$ cat src/design/osrm_pkg.sv
package osrm_pkg;

    localparam int FRAME_WORDS = 4096;
    localparam int MEM_AW      = $clog2(FRAME_WORDS);
    localparam int MOVE_AW     = 28;
    localparam int QUEUE_DEPTH = 2;
    localparam int QUEUE_AW    = $clog2(QUEUE_DEPTH);

    localparam logic [1:0] MODE_WRITE = 2'd0;
    localparam logic [1:0] MODE_READ  = 2'd1;
    localparam logic [1:0] MODE_MOVE  = 2'd2;

    localparam logic [1:0] STATUS_DONE  = 2'd0;
    localparam logic [1:0] STATUS_RANGE = 2'd1;
    localparam logic [1:0] STATUS_EMPTY = 2'd2;

    localparam logic [1:0] REG_WIDTH  = 2'd0;
    localparam logic [1:0] REG_HEIGHT = 2'd1;
    localparam logic [1:0] REG_STRIDE = 2'd2;

    typedef struct packed {
        logic [1:0]  mode;
        logic [11:0] addr;
        logic [31:0] data;
        logic        flag;
        logic        down;
        logic [12:0] w;
        logic [12:0] h;
        logic [12:0] sx;
        logic [12:0] sy;
        logic [12:0] dx;
        logic [12:0] dy;
    } t_cmd;

endpackage

$ cat src/design/osrm_queue.sv
module osrm_queue (
    input  logic                 i_clk,
    input  logic                 i_rst_n,
    input  logic                 i_push,
    input  osrm_pkg::t_cmd       i_cmd,
    input  logic                 i_pop,
    output logic                 o_full,
    output logic                 o_empty,
    output osrm_pkg::t_cmd       o_cmd
);

    osrm_pkg::t_cmd                  r_mem [osrm_pkg::QUEUE_DEPTH];
    logic [osrm_pkg::QUEUE_AW-1:0]   r_wp, r_rp;
    logic [osrm_pkg::QUEUE_AW:0]     r_cnt;

    assign o_full  = (r_cnt == (osrm_pkg::QUEUE_AW + 1)'(osrm_pkg::QUEUE_DEPTH));
    assign o_empty = (r_cnt == '0);
    assign o_cmd   = r_mem[r_rp];

    always_ff @(posedge i_clk) begin
        if (!i_rst_n) begin
            r_wp  <= '0;
            r_rp  <= '0;
            r_cnt <= '0;
        end else begin
            if (i_push) begin
                r_wp <= r_wp + 1'b1;
            end
            if (i_pop) begin
                r_rp <= r_rp + 1'b1;
            end
            if (i_push && !i_pop) begin
                r_cnt <= r_cnt + 1'b1;
            end else if (i_pop && !i_push) begin
                r_cnt <= r_cnt - 1'b1;
            end
        end
    end

    always_ff @(posedge i_clk) begin
        if (i_push) begin
            r_mem[r_wp] <= i_cmd;
        end
    end

endmodule

$ cat config.mk
export PLATFORM = sky130hd
export DESIGN_NAME = osrm_queue
export DESIGN_NICKNAME = d
export VERILOG_FILES = /design/src/design/osrm_pkg.sv /design/src/design/osrm_queue.sv
export SDC_FILE = /design/constraint.sdc
export NUM_CORES = 1
export LEC_CHECK = 0
export ABC_AREA = 1
export ABC_CLOCK_PERIOD_IN_PS = 13100
export BUFFER_PORTS_ARGS = -buffer_cell sky130_fd_sc_hd__buf_4
export CAP_MARGIN = 20
export CORE_UTILIZATION = 58
export CTS_BUF_LIST = sky130_fd_sc_hd__clkbuf_8
export DETAILED_ROUTE_END_ITERATION = 16
export PLACE_DENSITY_LB_ADDON = 0.12
export SETUP_SLACK_MARGIN = 0.4
export SYNTH_ARGS = -nofsm -noshare
export SYNTH_HDL_FRONTEND = slang
export SYNTH_SLANG_ARGS = --single-unit
export TNS_END_PERCENT = 20
$ cat constraint.sdc
create_clock -name i_clk -period 13.1 [get_ports i_clk]
set_clock_uncertainty 0.15 [all_clocks]
set_input_delay 1.31 -clock i_clk [delete_from_list [all_inputs] [get_ports i_clk]]
set_output_delay 1.31 -clock i_clk [all_outputs]
set_load 0.05 [all_outputs]
# After elaboration in Yosys (flattened, before gate mapping)
# Memories as Yosys holds them, arrays and structs flattened. A register that Yosys moved wholly into a read port is not among the register bits.
# Index checks and enable logic that the tools add are counted.
[totals]
reg_bits = 4
mem_bits_rw = 252
wordCells = 21
memories = 1
[classes]
add_sub_neg = 4
n_eq_ne = 1
n_mux = 6
reduce_logical = 6
[mem_list]
columns = ["name", "depth", "width", "read_ports", "rd_clocked_by_memory_dff", "wr", "line", "source"]
rows = [
  ["r_mem", 2, 126, 1, 1, 1, "osrm_queue.sv:12", "osrm_pkg::t_cmd r_mem [osrm_pkg::QUEUE_DEPTH];"],
]
[op_table]
columns = ["op", "count"]
rows = [
  ["two-way mux 1 bit", 4],
  ["two-way mux 2 bit", 2],
  ["adder 1 bit (second input constant)", 2],
  ["adder 2 x 1 -> 2 bit (second input constant)", 1],
  ["== test 2 bit (second input constant)", 1],
  ["logical AND 1 bit", 2],
  ["zero test 1 bit", 2],
  ["zero test 2 bit", 1],
  ["nonzero test 2 bit", 1],
  ["subtractor 2 x 1 -> 2 bit (second input constant)", 1],
]

# Depth between registers and ports, before layout
[logic_depth]
ltp_word = 4
depth_mapped = 8
ltp_nobuf = 8

# Worst setup path before layout
# OpenSTA, ideal clock, no wires.
[synth_path]
path_type = "input to register"
from = "input port i_push"
to = "memory r_mem[0][0] (netlist name) (enable)"
setup_ns = 0.616
t_arrival_ns = 6.620
path_slack_ns = 5.713
stages = 2
path_cell_list = "inv_1 nor2_1"
[synth_via]
elab_chain_len = 2
[synth_lines]
columns = ["element", "line", "source"]
rows = [
  ["start, declared", "osrm_queue.sv:4", "input logic i_push,"],
  ["two-way mux 1 bit", "osrm_queue.sv:41", "if (i_push) begin"],
  ["two-way mux 1 bit (implied by the code)", "osrm_queue.sv:42", "r_mem[r_wp] <= i_cmd;"],
  ["end, declared", "osrm_queue.sv:12", ""],
]
# Every way passes these cells.

==> results.py <==
metrics = {
    "power_and_ir_drop": {
        "power.total_w": 0.00191,
        "vdd_drop_max_mv": 0.162,
        "power_density_nw_per_um2": 154,
        "power.leakage_nw": 4.83,
    },
    "detailed_routing": {
        "vias": 4876,
        "routed_wl_um": 18100,
        "drt-vias-per-instance": 5.08,
        "topRoutingLayerUsed": "met4",
        "ant_nets": 0,
        "first_pass_iters": 6,
        "wl_met2_um": 9060,
        "drt_iter0_drc": 213,
        "drc_errors": 0,
        "wl_met1_um": 6490,
        "post_drt_wl_per_cell_um": 18.8,
        "wl_met3_um": 1900,
    },
    "synthesis": {
        "synth_mux_area_frac": 0.166,
        "synth_seq_area_share": 0.810,
        "yosysWarningCount": 0,
        "synthesis.area_um2": 9470,
        "syn_inst": 427,
        "synth_top_family_by_area": "multiplexers",
        "synthXorXnorAreaFrac": 0,
        "synth-simple-area-share": 0.00793,
        "syn_avg_cell_area_um2": 22.2,
        "synth_compound_area_frac": 0.00106,
        "synth_nets": 558,
        "synth_top_cell_area_share": 0.799,
        "synth_largest_area_cell": "edfxtp_1",
        "yosysUniqueCellTypes": 14,
        "synth_area_leaders": "edfxtp_1, mux2_2, mux2_4",
        "synthAdderAreaFrac": 0.00132,
        "yosys_register_bits": 257,
    },
    "clock_tree": {
        "cts_max_path_buffers": 3,
        "ctsResizeCount": 0,
        "cts_hold_buf": 0,
        "cts_tree": "built",
        "post_cts.repair.setup_buffers": 0,
        "cts_sinks": 257,
        "clk_latency_ns": 0.52,
        "clockRootBuffer": "clkbuf_8",
        "cts.reportedPaths.clkPinSlew_ns": 0.06,
        "htreeDepth": 2,
        "numCtsBuffers": 40,
    },
    "timing": {
        "max_slew_margin": 0.370,
        "clock.fmax_mhz": 223,
        "slew_violations": 0,
        "hold_viol": 0,
        "finalCriticalPeriod_ns": 4.49,
        "tns_ns": 0,
        "setup_viol": 0,
        "rsz0062_at_grt": "no",
        "hold_ws_ns": 0.349,
        "worst_pin_slew_ns": 0.945,
        "post-route-period-util": 0.343,
    },
    "finish": {
        "areaGrowthSynthToFinish_pct": 30.8,
        "stdcell_count": 960,
        "mostFrequentLayoutCell": "buf_4",
        "layout_common_cells": "buf_4, edfxtp_1, mux2_2, clkbuf_8, mux2_4",
        "n_fill_cell": 883,
        "nNetsFinal": 848,
        "diodes": 0,
        "drive_above_1_share": 0.593,
    },
    "grt": {
        "track_usage": 0.211,
        "antenna_found_initial": 0,
        "overflow": 0,
        "grt_max_degree": 83,
        "grt_pass1_vias": 5089,
        "grt_pass1_wl_um": 25900,
    },
    "floorplan": {
        "num_rows": 46,
        "die_y_um": 130,
        "start_util": 0.596,
        "ios": 258,
        "die_w_um": 130,
        "dieArea_um2": 16800,
        "core-area_um2": 15900,
    },
    "worst_setup_path": {
        "worstSetupPathType": "register to output port",
        "critPathMaxStageDelay_ns": 0.98,
        "path_max_fanout": 69,
        "startpoint_type": "register",
        "crit_family": "buffers and inverters",
        "critPathSlowestCell": "dfxtp_4",
        "crit_top_cell": "buf_4",
        "path_cells": "buf_4 -> mux2_2 -> buf_4",
        "crit_path_end_kind": "output port",
        "crit_arrival_ns": 3.03,
        "worst-path-buf-inv": 2,
        "worstPathRequired_ns": 11.64,
    },
    "placed_design": {
        "post-dp-hpwl_um": 11800,
        "io_buffers": 257,
        "placed_cells": 890,
        "routabilityCongestion": 0.749,
    },
    "outcome": {
        "status": "complete, no violations",
    },
    "run": {
        "drv_cap": 0,
    },
    "hold_path": {
        "min_path_type": "register to register",
    },
}
worst register-to-register path, cell delays in order, from the launching register on:
cell and delay, ns:
dfxtp_1 0.35, nor2_4 0.58, buf_4 0.82
cells by family after synthesis:
family          after synthesis
fa+ha+maj                     1
simple gates                 19
mux                         126
buf+inv                      22
compound gates                2
flops                       257
flip-flops by register name, summed over array words and instances, names as in the netlist, named ones only:
signal	count
r_mem	252
r_cnt	2
r_rp	1
r_wp	1
routing by layer:
metal / track usage / vias to the layer above
li1: - / 2255
met1: 0.234 / 2347
met2: 0.348 / 226
met3: 0.0914 / 48
met4: 0.108 / 0
met5: 0 / -
through the flow:
step | instance area [µm²] | utilization | setup WS [ns]
global placement | 11600 | 0.731 | 9.13
global route | 12400 | 0.780 | 8.42
finish | 12400 | 0.780 | 8.61
floorplan | 9470 | - | 5.71
detailed placement | 11600 | 0.731 | 9.11
CTS | 12400 | 0.778 | 8.53
synth_stat cells (all sizes together):
cell type and n:
o21ai 1, dfxtp 5, nand2 8, nand4 1, nand3 1, ha 1, a21oi 1, edfxtp 252
nor2 9, mux2 126, buf 14, inv 8
final timing paths:
path	startpoint	end	slack [ns]	cells past startpoint
hold reg to reg	r_rp	r_rp	0.35	2
setup reg to reg	r_wp	r_mem[0][79]	10.79	2
setup / recovery	register	o_cmd[48]	8.61	3
hold / removal	r_rp	r_rp	0.35	2
power breakdown:
group | leakage (nW) | switching [W] | internal, W
Combinational | 1.98 | 0.000194 | 0.000113
Sequential | 2.41 | 0.0000175 | 0.000953
Clock | 0.443 | 0.000285 | 0.000346
Total | 4.83 | 0.000497 | 0.00141
cell type report:
cell class	instances	area [µm²]	share of cell area
Clock buffer	44	606	0.0489
Clock inverter	25	151	0.0122
Inverter	8	32.5	0.00263
Multi-Input combinational cell	148	1670	0.135
Sequential cell	257	7670	0.619
Tap cell	216	270	0.0218
Timing Repair Buffer	262	1990	0.160
No activity file was read; power rests on OpenSTA's default activity.
