===== src/design/osrm_pkg.sv =====
package osrm_pkg;

    localparam int FRAME_WORDS = 4096;
    localparam int MEM_AW      = $clog2(FRAME_WORDS);
    localparam int MOVE_AW     = 28;
    localparam int QUEUE_DEPTH = 2;
    localparam int QUEUE_AW    = $clog2(QUEUE_DEPTH);

    localparam logic [1:0] MODE_WRITE = 2'd0;
    localparam logic [1:0] MODE_READ  = 2'd1;
    localparam logic [1:0] MODE_MOVE  = 2'd2;

    localparam logic [1:0] STATUS_DONE  = 2'd0;
    localparam logic [1:0] STATUS_RANGE = 2'd1;
    localparam logic [1:0] STATUS_EMPTY = 2'd2;

    localparam logic [1:0] REG_WIDTH  = 2'd0;
    localparam logic [1:0] REG_HEIGHT = 2'd1;
    localparam logic [1:0] REG_STRIDE = 2'd2;

    typedef struct packed {
        logic [1:0]  mode;
        logic [11:0] addr;
        logic [31:0] data;
        logic        flag;
        logic        down;
        logic [12:0] w;
        logic [12:0] h;
        logic [12:0] sx;
        logic [12:0] sy;
        logic [12:0] dx;
        logic [12:0] dy;
    } t_cmd;

endpackage


===== src/design/osrm_front.sv =====
module osrm_front (
    input  logic                 i_clk,
    input  logic                 i_rst_n,
    input  logic                 i_accept,
    input  logic [1:0]           i_mode,
    input  logic [11:0]          i_pixel_address,
    input  logic [31:0]          i_pixel_data,
    input  logic signed [12:0]   i_old_x,
    input  logic signed [12:0]   i_old_y,
    input  logic signed [12:0]   i_new_x,
    input  logic signed [12:0]   i_new_y,
    input  logic [12:0]          i_rect_width,
    input  logic [12:0]          i_rect_height,
    input  logic [12:0]          i_disp_w,
    input  logic [12:0]          i_disp_h,
    input  logic                 i_q_full,
    output logic                 o_busy,
    output logic                 o_push,
    output osrm_pkg::t_cmd       o_cmd
);

    function automatic logic signed [14:0] smax(input logic signed [14:0] a,
                                                input logic signed [14:0] b);
        return (a > b) ? a : b;
    endfunction

    function automatic logic signed [14:0] smin(input logic signed [14:0] a,
                                                input logic signed [14:0] b);
        return (a < b) ? a : b;
    endfunction

    logic                  r_vld;
    osrm_pkg::t_cmd        r_cmd;
    osrm_pkg::t_cmd        n_cmd;
    logic signed [14:0]    ox, oy, nx, ny, dw, dh, rw, rh;
    logic signed [14:0]    left, top, right, bottom, sx, sy, dx, dy, cw, ch;

    always_comb begin
        ox = 15'(i_old_x);
        oy = 15'(i_old_y);
        nx = 15'(i_new_x);
        ny = 15'(i_new_y);
        dw = $signed({2'b00, i_disp_w});
        dh = $signed({2'b00, i_disp_h});
        rw = $signed({2'b00, i_rect_width});
        rh = $signed({2'b00, i_rect_height});
        left   = smax(15'sd0, smax(-ox, -nx));
        top    = smax(15'sd0, smax(-oy, -ny));
        right  = smin(rw, smin(dw - ox, dw - nx));
        bottom = smin(rh, smin(dh - oy, dh - ny));
        cw = right - left;
        ch = bottom - top;
        sx = ox + left;
        sy = oy + top;
        dx = nx + left;
        dy = ny + top;
        n_cmd.mode = i_mode;
        n_cmd.addr = i_pixel_address;
        n_cmd.data = i_pixel_data;
        n_cmd.down = ny > oy;
        n_cmd.w    = cw[12:0];
        n_cmd.h    = ch[12:0];
        n_cmd.sx   = sx[12:0];
        n_cmd.sy   = sy[12:0];
        n_cmd.dx   = dx[12:0];
        n_cmd.dy   = dy[12:0];
        // range flag for pixel access, empty flag for a move
        if (i_mode == osrm_pkg::MODE_MOVE) begin
            n_cmd.flag = (left >= right) || (top >= bottom);
        end else begin
            n_cmd.flag = ({{(osrm_pkg::MOVE_AW - 12){1'b0}}, i_pixel_address}
                          >= osrm_pkg::MOVE_AW'(osrm_pkg::FRAME_WORDS));
        end
    end

    assign o_push = r_vld && !i_q_full;
    assign o_busy = r_vld && i_q_full;
    assign o_cmd  = r_cmd;

    always_ff @(posedge i_clk) begin
        if (!i_rst_n) begin
            r_vld <= 1'b0;
        end else if (i_accept) begin
            r_vld <= 1'b1;
        end else if (o_push) begin
            r_vld <= 1'b0;
        end
    end

    always_ff @(posedge i_clk) begin
        if (i_accept) begin
            r_cmd <= n_cmd;
        end
    end

endmodule


===== config.mk =====
export PLATFORM = sky130hd
export DESIGN_NAME = osrm_front
export DESIGN_NICKNAME = d
export VERILOG_FILES = /design/src/design/osrm_pkg.sv /design/src/design/osrm_front.sv
export SDC_FILE = /design/constraint.sdc
export NUM_CORES = 1
export LEC_CHECK = 0
export ABC_CLOCK_PERIOD_IN_PS = 21600
export BUFFER_PORTS_ARGS = -buffer_cell sky130_fd_sc_hd__clkbuf_2
export CAP_MARGIN = 40
export CORE_ASPECT_RATIO = 2
export CORE_MARGIN = 2
export CORE_UTILIZATION = 59
export DETAILED_ROUTE_END_ITERATION = 6
export PLACE_DENSITY = 0.85
export SLEW_MARGIN = 25
export SYNTH_ARGS = -nofsm -noshare
export SYNTH_HDL_FRONTEND = slang
export SYNTH_SLANG_ARGS = --single-unit

===== constraint.sdc =====
create_clock -name i_clk -period 21.6 [get_ports i_clk]
set_input_delay 2.16 -clock i_clk [delete_from_list [all_inputs] [get_ports i_clk]]
set_output_delay 2.16 -clock i_clk [all_outputs]
set_load 0.02 [all_outputs]

# == Word level (Yosys, flattened, before mapping) ==
# Index checks and enable logic that the tools add are counted.
# Widths: inputs -> output; s select.
# totals
in_bits,154
elab_cells,53
latch_bits,0
register_bits,127
ram_bits,0
memories,0
output_inout_bits,128
romBits,0
# op_classes
multipliers,0
mux,10
eq_ne,1
shifts,0
div_mod_pow,0
n_lt_le_gt_ge,11
n_bitwise,0
reduce_logical,5
add_sub_neg,14
# ops
op,count
$mux 15,8
$neg 13->15,4
$sub 14x13->15,4
$add 13x13->13,4
$ge 15x15->1,2
$gt 1x15->1 const A,2
$gt 15x15->1,2
$lt 14x15->1,2
$lt 15x15->1,2
$sub 13x13->13,2
$gt 13x13->1,1
$eq 2x2->1 const B,1
$logic_and 1x1->1,2
$mux 1,2
$reduce_bool 2->1,1
$logic_not 1->1,1
$logic_or 1x1->1,1

# == Longest topological paths before layout ==
# logic_depth
word_depth,7
depth_mapped,46
depth_no_buf,43

# == Least setup slack after synthesis ==
# Ideal clock, no wire load.
# synth_timing
path_kind,input -> register
start,input i_disp_h[0]
end,"register r_cmd, in the netlist o_cmd[63], data pin"
setup_slack_ns,11.228
path_buffers,3
setup_time_ns,0.272
t_required_ns,21.328
arrival_time_ns,10.100
cell_stages,42
cell_sequence,inv_1 > ha_1 > fa_1 > nand2b_1 > a211o_1 > nand3_1 > a2111oi_0 > nor3_1 > a21oi_1 > xnor2_1 > inv_1 > ha_1 > nand4_1 > nor3_1 > o31ai_1 > a221oi_2 > nor3_4 > buf_2 > (+6 left out) > nand2_1 > nor2_1 > a2111o_1 > a211o_1 > ha_1 > clkbuf_1 > clkbuf_1 > o21a_1 > ha_1 > nor2b_1 > o21ai_0 > a21boi_0 > o21ai_0 > a21boi_0 > o21ai_0 > a21boi_0 > mux2i_1 > or4_1
# synth_via
elab_chain_cells,6
word_cells_on_any_way,7
cone_classes,add/sub: 3; order compare: 2; mux: 2
# synth_rtl
item,line,rtl
"start, declared",osrm_front.sv:15,"input logic [12:0] i_disp_h,"
$sub 14x13->15,osrm_front.sv:50,"bottom = smin(rh, smin(dh - oy, dh - ny));"
$lt 15x15->1,osrm_front.sv:29,return (a < b) ? a : b;
$mux 15 (*),osrm_front.sv:29,
$lt 14x15->1,osrm_front.sv:29,
$mux 15 (*),osrm_front.sv:29,
$sub 13x13->13 (*),osrm_front.sv:52,ch = bottom - top;
net ch[11],osrm_front.sv:36,"logic signed [14:0] left, top, right, bottom, sx, sy, dx, dy, cw, ch;"
"end signal, assigned",osrm_front.sv:92,r_cmd <= n_cmd;
"end, declared",osrm_front.sv:33,osrm_pkg::t_cmd r_cmd;
# The timed path passes the listed nets; every way through them passes the cells marked *.
# A chain may end at the register's enable or synchronous reset.

# == Worst setup path in the final report ==
# layout_timing
start,input i_old_x[0]
end,"register r_cmd, in the netlist o_cmd[77], data pin"
# layout_via
elab_chain_cells,6
word_cells_on_any_way,11
cone_classes,add/sub: 3; order compare: 4; mux: 4
# layout_rtl
item,line,rtl
"start, declared",osrm_front.sv:8,"input logic signed [12:0] i_old_x,"
$sub 14x13->15 or $neg 13->15 (tied branches),"osrm_front.sv:49, osrm_front.sv:47",
$lt 15x15->1 or $gt 15x15->1 (tied branches),"osrm_front.sv:29, osrm_front.sv:24",
$mux 15 (on tied branches),"osrm_front.sv:29, osrm_front.sv:24",
$lt 14x15->1 or $gt 1x15->1 (tied branches),"osrm_front.sv:29, osrm_front.sv:24",
$mux 15 (on tied branches),"osrm_front.sv:29, osrm_front.sv:24",
$sub 13x13->13 (*),osrm_front.sv:51,cw = right - left;
net cw[12],osrm_front.sv:36,
# Marked as above.

==> qor.txt <==
Outcome: finished, final reports clean
Slew headroom: 36.6%
RSZ-0062 raised after global routing: no
CTS tree: yes
Crit Path Category: in2reg
Async SR Flop Fraction: 0%
Area delta synth->final: 16.8%
I/O pins: 282
CTS clock-pin slew for the worst setup and hold paths: 60 ps
Period utilization: 56.7%
Die Y: 227 um
Post-synthesis mux area share: 5.57%
Number of global-route vias before repair: 14300
Routed WL: 51500 um
Hold Vio Cnt, Final: 0
Commonest non-fill, non-tap cell in the layout: clkbuf_2
Max_cap viols: 0
Routed Antenna Nets: 0
Hold Crit Endpoint: r_vld$_SDFFE_PN0P_
Hold wc startpoint: r_vld$_SDFFE_PN0P_
Worst-Skew Late Latency: 450 ps
CP peak stage delay: 760 ps
Hold-fix buffers, CTS: 0
Initial Utilization: 60.1%
CTS Buffer Depth: 2
Global-route wire length before repair: 75600 um
Port Buffer Count: 281
Post-cts resize count: 0
Final period demand of the worst path: 12240 ps
Mapped Cells: 1638
Synth Area in Compound Gates: 16.0%
Root Buffer: clkbuf_16
Critical path endpoint category: register
Post-Synth Simple-Gate Area: 15.7%
Power Total: 1.78 mW
Least-Margin Pin Slew: 945 ps
Worst Path Required: 21800 ps
Worst Path Max Fanout: 21
R2R setup slack: 20890 ps
Largest net degree at the start of global routing: 68
Fin Setup TNS: 0 ps
Cell taking the most area after synthesis: edfxtp_1
Core area: 24400 um2
Grt ovf: 0
Cell depth of the worst flop-to-flop path: 2
Total number of vias: 13900
Slew Limit Fails: 0
Filler Cell Count: 1938
Adder-cell share of the synthesized area: 23.3%
Top area cells in the synthesized netlist: edfxtp_1 (26%), ha_1 (22%), xnor2_1 (6.6%), inv_1 (4.9%), mux2i_1 (3.3%)
H-tree lvl count: 4
P_leak: 8.41 nW
Standard-cell row count: 81
Cell Pwr Density: 104 nW/um2
Area share of the largest cell type after synthesis: 25.8%
Layout cell share with drive strength beyond 1: 19.4%
Cts bufs inserted: 17
EDFF count, synth: 126
Gr usage total: 39.2%
Predominant post-synthesis flop cell: edfxtp_1
Number of synthesized register bits: 127
Pre-Repair DR Iteration Count: 6
Peak supply drop: 0.0000782 V
Initial antenna violation count: 0
Wire per inst: 22.6 um
GP Congestion: 1.02
Hold Path Stages: 2
Sink Count: 127
Count of final setup violators: 0
Netlist cell types: 71
Hold Crit Class: reg2reg
CP Launch Type: input port
CP max-delay cell: nor4bb_1
RR Endpoint: r_vld$_SDFFE_PN0P_
Ys Warns: 0
Xor/xnor cell area share of the yosys netlist: 8.00%
Die X: 116 um
Largest family of logic cells by synthesized area: adder cells
Diodes inserted: 0
Syn Area/Cell: 8.96 um2
Reg2reg start: r_vld$_SDFFE_PN0P_
Vias per Instance: 6.11
Crit path DAT: 12440 ps
Final setup skew: 0 ps
Post-CTS Setup Inserts: 0
Dpl hpwl: 43200 um
Die area: 26200 um2
Initial drt markers: 945
Most frequent cells in the layout: clkbuf_2 (280), ha_1 (257), inv_1 (191)
Sequential share of the synthesized area: 25.9%
Post-route DRC violation count: 0
Mapped Area: 14700 um2
Fmax: 0.0817 GHz
Nets: 2350
## through the flow
stage | setup slack, ps | area [um2] | hold slack [ps] | std cells | util (%)
6_report | 9360 | 17100 | 596 | 2274 | 70.2
5_1_grt | 9010 | 17100 | 642 | 2274 | 70.2
4_1_cts | 9520 | 17100 | 590 | 2271 | 70.0
3_5_place_dp | 9240 | 16500 | 576 | 2239 | 67.5
3_3_place_gp | 9420 | 16500 | 552 | 2239 | 67.5
2_1_floorplan | 11230 | 14700 | 693 | 1639 | -
## power breakdown
part           internal, mW  switching (mW)  leakage [nW]
registers             0.361          0.0210          1.24
logic                 0.420           0.669          6.86
clock network         0.185           0.123         0.299
## worst max path at each step
stage / end / slack, ps / depth (start not counted) / from
3_5_place_dp: o_cmd[77]$_DFFE_PP_ / 9240 / 44 / i_old_x[0]
3_3_place_gp: o_cmd[77]$_DFFE_PP_ / 9420 / 44 / i_old_x[0]
6_report: o_cmd[77]$_DFFE_PP_ / 9360 / 44 / i_old_x[0]
4_1_cts: o_cmd[77]$_DFFE_PP_ / 9520 / 44 / i_old_x[0]
2_1_floorplan: o_cmd[63]$_DFFE_PP_ / 11230 / 42 / i_disp_h[0]
5_1_grt: o_cmd[77]$_DFFE_PP_ / 9010 / 45 / i_disp_w[0]
## kinds of logic after synthesis
family	after synthesis
xor+xnor	134
fa+ha+maj	267
compound gates	352
simple gates	466
other cells	1
buf+inv	213
flops	127
mux	78
## synth_stat cells, types with 5 or more instances
cell	n
ha_1	257
inv_1	191
edfxtp_1	126
nor2_1	121
xnor2_1	110
nand2_1	103
a21oi_1	84
o21ai_0	70
mux2i_1	49
nor3_1	42
a21o_1	38
nand3_1	36
nor2b_1	34
nand2b_1	31
mux2_2	29
o21a_1	28
nand4_1	24
xor2_1	24
and3_1	18
o21bai_1	16
a21boi_0	14
a31oi_1	14
clkbuf_1	14
o2111ai_1	14
or2_2	12
nor4_1	11
and2_1	10
fa_1	10
a211o_1	8
nand3b_1	8
o41ai_1	7
buf_2	6
o211ai_1	5
o21ai_1	5
## metal layers
metal	part of all wire, %	GRT usage [%]	up-vias
met4	14	45.1	0
met3	4.6	4.82	295
met5	0	0	-
met2	53	74.7	647
li1	-	-	6486
met1	28	30.0	6476
## worst max-delay path, delay by kind of cell
family | cells | cell delay [ps]
buffers and inverters | 6 | 980
muxes | 2 | 640
adders and majority gates | 7 | 2260
xor gates and xnor gates | 2 | 320
and+or+nand+nor | 10 | 2180
AOI/OAI and AO/OA | 17 | 3890
## registers in the layout, summed over array words and instances, names as in the netlist
| name | count |
|---|---|
| o_cmd | 126 |
| r_vld | 1 |
## final cells by class
| cell class | instances | area (um2) | area share, % |
|---|---|---|---|
| Clock buffer | 17 | 425 | 2.48 |
| Clock inverter | 15 | 198 | 1.15 |
| Inverter | 192 | 721 | 4.20 |
| Multi-Input combinational cell | 1299 | 10100 | 58.8 |
| Sequential cell | 127 | 3800 | 22.2 |
| Tap cell | 332 | 415 | 2.42 |
| Timing Repair Buffer | 292 | 1510 | 8.80 |
Power figures use the tool's default switching activity.
